[src/rtl/u8sd_pkg.sv]
// Types and constants shared by the UTF-8 stream decoder modules.
package u8sd_pkg;

	localparam int CP_WIDTH         = 21;
	localparam int SEQ_BYTES_WIDTH  = 3;
	localparam int CHAR_INDEX_WIDTH = 16;

	localparam logic [7:0] MASK_CONT  = 8'h3f;
	localparam logic [7:0] MASK_LEAD2 = 8'h1f;
	localparam logic [7:0] MASK_LEAD3 = 8'h0f;
	localparam logic [7:0] MASK_LEAD4 = 8'h07;

	localparam logic [SEQ_BYTES_WIDTH-1:0] LEN_ONE   = 3'd1;
	localparam logic [SEQ_BYTES_WIDTH-1:0] LEN_TWO   = 3'd2;
	localparam logic [SEQ_BYTES_WIDTH-1:0] LEN_THREE = 3'd3;
	localparam logic [SEQ_BYTES_WIDTH-1:0] LEN_FOUR  = 3'd4;

	typedef struct packed {
		logic [1:0]                 pending;
		logic [CP_WIDTH-1:0]        partial;
		logic [SEQ_BYTES_WIDTH-1:0] len;
	} seq_state_t;

	typedef struct packed {
		logic [CP_WIDTH-1:0]        code_point;
		logic [SEQ_BYTES_WIDTH-1:0] seq_bytes;
		logic                       bad_lead;
		logic                       truncated;
		logic                       last;
	} result_t;

endpackage

[src/rtl/u8sd_decode.sv]
// Combinational decode of one byte against the current sequence state.
module u8sd_decode
	import u8sd_pkg::*;
(
	input  logic [7:0] data,
	input  logic       eos,
	input  seq_state_t cur,
	output seq_state_t nxt,
	output logic       emit,
	output result_t    res
);

	logic [CP_WIDTH-1:0]        shifted;
	logic [1:0]                 pend_dec;
	logic [SEQ_BYTES_WIDTH-1:0] got;

	assign shifted  = {cur.partial[CP_WIDTH-7:0], data[5:0] & MASK_CONT[5:0]};
	assign pend_dec = cur.pending - 2'd1;

	always_comb begin
		nxt  = cur;
		emit = 1'b0;
		res  = '0;
		got  = '0;
		if (cur.pending == 2'd0) begin
			unique case (data) inside
				8'b0???????: begin
					emit           = 1'b1;
					res.code_point = CP_WIDTH'(data[6:0]);
					res.seq_bytes  = LEN_ONE;
				end
				8'b110?????: begin
					nxt.partial = CP_WIDTH'(data & MASK_LEAD2);
					nxt.len     = LEN_TWO;
					nxt.pending = 2'd1;
				end
				8'b1110????: begin
					nxt.partial = CP_WIDTH'(data & MASK_LEAD3);
					nxt.len     = LEN_THREE;
					nxt.pending = 2'd2;
				end
				8'b11110???: begin
					nxt.partial = CP_WIDTH'(data & MASK_LEAD4);
					nxt.len     = LEN_FOUR;
					nxt.pending = 2'd3;
				end
				default: begin
					emit          = 1'b1;
					res.seq_bytes = LEN_ONE;
					res.bad_lead  = 1'b1;
				end
			endcase
		end else begin
			nxt.partial = shifted;
			nxt.pending = pend_dec;
			if (pend_dec == 2'd0) begin
				emit           = 1'b1;
				res.code_point = shifted;
				res.seq_bytes  = cur.len;
				nxt            = '0;
			end
		end
		if (eos) begin
			if (!emit) begin
				got           = nxt.len - {1'b0, nxt.pending};
				emit          = 1'b1;
				res           = '0;
				res.seq_bytes = got;
				res.truncated = 1'b1;
			end
			res.last = 1'b1;
			nxt      = '0;
		end
	end

endmodule

[src/rtl/utf8_stream_decoder.sv]
// Top level of the UTF-8 stream decoder: input register, decode and result register.
//
//   channel   valid          stall          payload
//   byte      byte_valid     byte_stall     data_byte, end_of_string
//   result    result_valid   result_stall   code_point, seq_bytes, bad_lead,
//                                           truncated, char_index, last
//
// One byte per cycle is taken unless byte_stall; the result register takes each decoded result.
// The sequence state and the index counter update in the single decode pass.
// Reset clears the sequence state, the index counter and both valid flags.
// A stalled result holds; the input register keeps accepting until it is full.
module utf8_stream_decoder
	import u8sd_pkg::*;
#(
	parameter int INDEX_WIDTH = 16
) (
	input  logic                        clk,
	input  logic                        arst_n,
	input  logic                        byte_valid,
	output logic                        byte_stall,
	input  logic [7:0]                  data_byte,
	input  logic                        end_of_string,
	output logic                        result_valid,
	input  logic                        result_stall,
	output logic [CP_WIDTH-1:0]         code_point,
	output logic [SEQ_BYTES_WIDTH-1:0]  seq_bytes,
	output logic                        bad_lead,
	output logic                        truncated,
	output logic [CHAR_INDEX_WIDTH-1:0] char_index,
	output logic                        last
);

	logic                        valid_s1;
	logic [7:0]                  data_s1;
	logic                        eos_s1;
	seq_state_t                  seq_q;
	seq_state_t                  seq_nxt;
	logic [INDEX_WIDTH-1:0]      count_q;
	logic                        emit;
	result_t                     res;
	logic                        advance;
	logic                        accept;
	logic [CHAR_INDEX_WIDTH-1:0] index_fit;
	logic                        valid_s2;
	result_t                     result_s2;
	logic [CHAR_INDEX_WIDTH-1:0] index_s2;

	u8sd_decode u_decode (
		.data (data_s1),
		.eos  (eos_s1),
		.cur  (seq_q),
		.nxt  (seq_nxt),
		.emit (emit),
		.res  (res)
	);

	generate
		if (INDEX_WIDTH >= CHAR_INDEX_WIDTH) begin : g_idx_trunc
			assign index_fit = count_q[CHAR_INDEX_WIDTH-1:0];
		end else begin : g_idx_ext
			assign index_fit = {{(CHAR_INDEX_WIDTH-INDEX_WIDTH){1'b0}}, count_q};
		end
	endgenerate

	assign advance    = valid_s1 && (!valid_s2 || !result_stall);
	assign byte_stall = valid_s1 && !advance;
	assign accept     = byte_valid && !byte_stall;

	always_ff @(posedge clk or negedge arst_n) begin
		if (!arst_n) begin
			valid_s1 <= 1'b0;
		end else if (accept) begin
			valid_s1 <= 1'b1;
		end else if (advance) begin
			valid_s1 <= 1'b0;
		end
	end

	always_ff @(posedge clk) begin
		if (accept) begin
			data_s1 <= data_byte;
			eos_s1  <= end_of_string;
		end
	end

	always_ff @(posedge clk or negedge arst_n) begin
		if (!arst_n) begin
			seq_q   <= '0;
			count_q <= '0;
		end else if (advance) begin
			seq_q <= seq_nxt;
			if (eos_s1) begin
				count_q <= '0;
			end else if (emit && (count_q != '1)) begin
				count_q <= count_q + 1'b1;
			end
		end
	end

	always_ff @(posedge clk or negedge arst_n) begin
		if (!arst_n) begin
			valid_s2 <= 1'b0;
		end else if (advance) begin
			valid_s2 <= emit;
		end else if (!result_stall) begin
			valid_s2 <= 1'b0;
		end
	end

	always_ff @(posedge clk) begin
		if (advance && emit) begin
			result_s2 <= res;
			index_s2  <= index_fit;
		end
	end

	assign result_valid = valid_s2;
	assign code_point   = result_s2.code_point;
	assign seq_bytes    = result_s2.seq_bytes;
	assign bad_lead     = result_s2.bad_lead;
	assign truncated    = result_s2.truncated;
	assign last         = result_s2.last;
	assign char_index   = index_s2;

endmodule

[config.mk]
export PLATFORM = sky130hd
export DESIGN_NAME = utf8_stream_decoder
export DESIGN_NICKNAME = d
export VERILOG_FILES = /design/src/rtl/u8sd_pkg.sv /design/src/rtl/u8sd_decode.sv /design/src/rtl/utf8_stream_decoder.sv
export SDC_FILE = /design/constraint.sdc
export NUM_CORES = 1
export LEC_CHECK = 0
export BUFFER_PORTS_ARGS = -buffer_cell sky130_fd_sc_hd__buf_2
export CAP_MARGIN = 10
export CORE_ASPECT_RATIO = 1.25
export CORE_MARGIN = 5
export CORE_UTILIZATION = 45
export DETAILED_ROUTE_END_ITERATION = 6
export HOLD_SLACK_MARGIN = 0.05
export PLACE_DENSITY = 0.77
export SLEW_MARGIN = 20
export SYNTH_ARGS = -nofsm -noshare
export SYNTH_HDL_FRONTEND = slang
export SYNTH_SLANG_ARGS = --single-unit
[constraint.sdc]
create_clock -name clk -period 2.5 [get_ports clk]
set_clock_uncertainty 0.1 [all_clocks]
set_input_delay 0.25 -clock clk [delete_from_list [all_inputs] [get_ports clk]]
set_output_delay 0.25 -clock clk [all_outputs]
set_load 0.02 [all_outputs]
==> impl_metrics.ini <==
[routing]
avgViaCountPerCell = 5.322
dr.pass1.iters = 4
wl_per_cell_um = 15.12
num_vias = 2741
antenna_left = 0
drt-initial-drc-count = 188
drt-total-wl_um = 7789
drc_errors = 0

[layout]
stdcell_area_sq_um = 4790
diodes = 0
final.fill_count = 676
final_layout_size_suffix_gt1_frac = 0.2775
nNetsFinal = 431
multi_input_area_sq_um = 1309
area_delta_synth_final_pct = 24.16
final_cells = 515
seq_area_sq_um = 2514

[timing]
fin_crit_sh = 0.9716
setup_viol = 0
hold_viol_final = 0
fin_crit_ps = 2429
slew_headroom = 0.4120
final-max-slew-violation-count = 0
max_slew.worst_pin.slew_ps = 882.1
fmax_mhz = 411.7

[yosys]
synth_fp_nets = 337
ys.flop_type = edfxtp_1
async_reset_ff_frac = 0.4222
ys_types = 48
synth_edf_count = 52
synth_area_sq_um = 3857
ys_seq_area_frac = 0.6513
ys_warn_count = 0
ys_ff_latch = 90
syn_inst = 319
syn_area_per_cell_sq_um = 12.09

[power_and_ir_drop]
p_per_area_nw_per_um2 = 1013
power.net_switching_mw = 1.709
leakagePower_nw = 2.011
seq_power_share = 0.442
swShare = 0.3523
p_clk_frac = 0.198
share_comb_of_total_power = 0.360
power.internal_mw = 3.142
vdd_drop_max_mv = 0.6015
total_power_mw = 4.851

[placed_design]
place_inst = 478
port_buffers = 57
placed_cell_area_sq_um = 4367
gp_congestion = 0.9384
hpwl_um = 5263

[clocking]
htreeDepth = 3
clk_pin_slew_ps = 80
cts-root-buf = clkbuf_8
clk_latency_ps = 360
cts_made_buffers = 9
clock-sinks = 90
clockBufferDepth = 2
cts_tree = yes

[critical_path]
start_kind = register
crit_chain = inv_2, ha_4, nor2_4, a22oi_2, ha_2, inv_1, fa_2, o31a_1, a22o_1
crit_start = seq_q[24]
timing.rr.start = seq_q[24]
cp_slowest_cell = dfrtp_2
cpPeakStageDelay_ps = 450
setup.worst_path.class = reg2reg
cp_max_fo = 7
cp-end-kind = register
cp.arrival_ps = 2450
crit_required_ps = 2520
regToRegSetupSlack_ps = 70

[die]
dieArea_sq_um = 10540
ios = 58
start_util = 0.4655
fp.dieW_um = 92.81
num_rows = 37
design.core.area_sq_um = 8287
die_h_um = 113.5

[min_path]
min_from = seq_q[17]
holdCritPathClass = reg2reg

[status]
outcome = completed

[grt]
grt_max_degree = 39
track_usage = 0.1607
grt_pass1_wl_um = 13330
grt_pass1_vias = 2783
grt-ovfl-total = 0
antenna_found_initial = 0

[flow_run]
drv_cap = 0
## power by group through the flow
stage | clock network [mW] | registers [mW] | logic, mW
final | 0.959 | 2.14 | 1.75
after global routing | 1.06 | 2.19 | 1.93
after CTS | 0.998 | 2.14 | 1.66
after detailed placement | 0 | 2.17 | 1.59
after global placement | 0 | 2.16 | 1.54
after floorplan | 0 | 2.43 | 0.783
## cell usage in the layout (no fill, tap or decap), drive strengths merged, types with 5 or more instances in the layout
cell	netlist	routed
or3	7	7
dlygate4sd3	0	12
nor2	17	17
buf	3	82
inv	8	8
and2	23	23
dfrtp	38	38
a22o	5	5
o211ai	7	7
xor2	7	7
edfxtp	52	52
a22oi	5	5
clkbuf	8	10
a21oi	8	8
nand2	51	51
clkinv	1	6
o21ai	28	28
nand3	9	9
## what timing repair did
action	in CTS	in global routing
gates resized for setup	6	8
pin swaps	0	5
gates cloned	0	0
buffers inserted	2	7
endpoints found under the setup margin	1	12
hold buffers	12	0
hold endpoints to repair	49	0
## critical path: cells and delay by family, from the launching register on
kind                     cells  cell delay, ps
AO/OA/AOI/OAI                3             680
AND/OR/NAND/NOR              1              60
flip-flops                   1             450
buffers and inverters        2             150
adder cells (fa/ha/maj)      3             750
## final timing paths
path | to | depth (start not counted)
max | seq_bytes[2] | 9
min | seq_q[17] | 2
max reg2reg | seq_bytes[2] | 9
min reg2reg | seq_q[17] | 2
max in group asynchronous | seq_q[24] | 2
min in group asynchronous | seq_q[25] | 2
## state kept, by name, summed over array words and instances (netlist names)
signal / cells
seq_bytes: 3
last: 1
count_q: 16
data_s1: 8
truncated: 1
result_valid: 1
valid_s1: 1
seq_q: 20
bad_lead: 1
char_index: 16
eos_s1: 1
code_point: 21
## Yosys cell counts (2+ instances only)
cell type / instances / area share
nand2_1: 51 / 0.050
edfxtp_1: 52 / 0.40
o21ai_0: 27 / 0.035
inv_1: 8 / 0.0078
nor3_1: 4 / 0.0052
nand2b_1: 3 / 0.0049
a21oi_1: 8 / 0.010
o22ai_1: 3 / 0.0049
buf_2: 3 / 0.0039
a22o_1: 5 / 0.011
clkbuf_1: 8 / 0.0078
ha_1: 4 / 0.013
nor2b_1: 2 / 0.0032
o211ai_1: 6 / 0.012
dfrtp_1: 38 / 0.25
a22oi_1: 5 / 0.0097
xor2_1: 7 / 0.016
and3_1: 2 / 0.0032
or3_1: 7 / 0.011
nand3_1: 8 / 0.010
and2_1: 23 / 0.037
a32o_1: 2 / 0.0052
o31ai_1: 2 / 0.0039
nor2_1: 17 / 0.017
## cell families (layout without fill, tap and decap cells)
logic type               Yosys count  count (layout)  share of synthesized area
flip-flops                        90              90                     0.6513
AO/OA/AOI/OAI                     70              70                     0.1223
adder cells (fa/ha/maj)            5               5                    0.01816
AND/OR/NAND/NOR                  126             126                     0.1683
buffers and inverters             20             119                    0.02173
XOR/XNOR                           8               8                    0.01816
## through the flow
step | worst slack [ps] | hold WS [ps] | util | TNS (ps)
6_report | 71.06 | 384.3 | 0.5780 | 0
5_1_grt | -1.668 | 405.3 | 0.5780 | -1.668
4_1_cts | 29.97 | 388.0 | 0.5682 | 0
3_5_place_dp | -66.54 | 323.3 | 0.5270 | -66.54
3_3_place_gp | 51.74 | 309.5 | 0.5270 | 0
2_1_floorplan | 23.43 | -145.6 | - | 0
## cell type report
cell class                      count  area share
Sequential cell                    90      0.5248
Tap cell                           97     0.02534
Multi-Input combinational cell    209      0.2733
Inverter                            9    0.009666
Timing Repair Buffer               94      0.1264
Clock buffer                       10     0.02874
Clock inverter                      6     0.01176
## routing by layer
| metal | GRT usage | share of wire | up-vias |
|---|---|---|---|
| li1 | - | - | 1337 |
| met1 | 0.1967 | 0.42 | 1307 |
| met2 | 0.2614 | 0.50 | 81 |
| met3 | 0.04222 | 0.053 | 16 |
| met4 | 0.08309 | 0.024 | 0 |
| met5 | 0 | 0 | - |
Power figures use the tool's default switching activity.
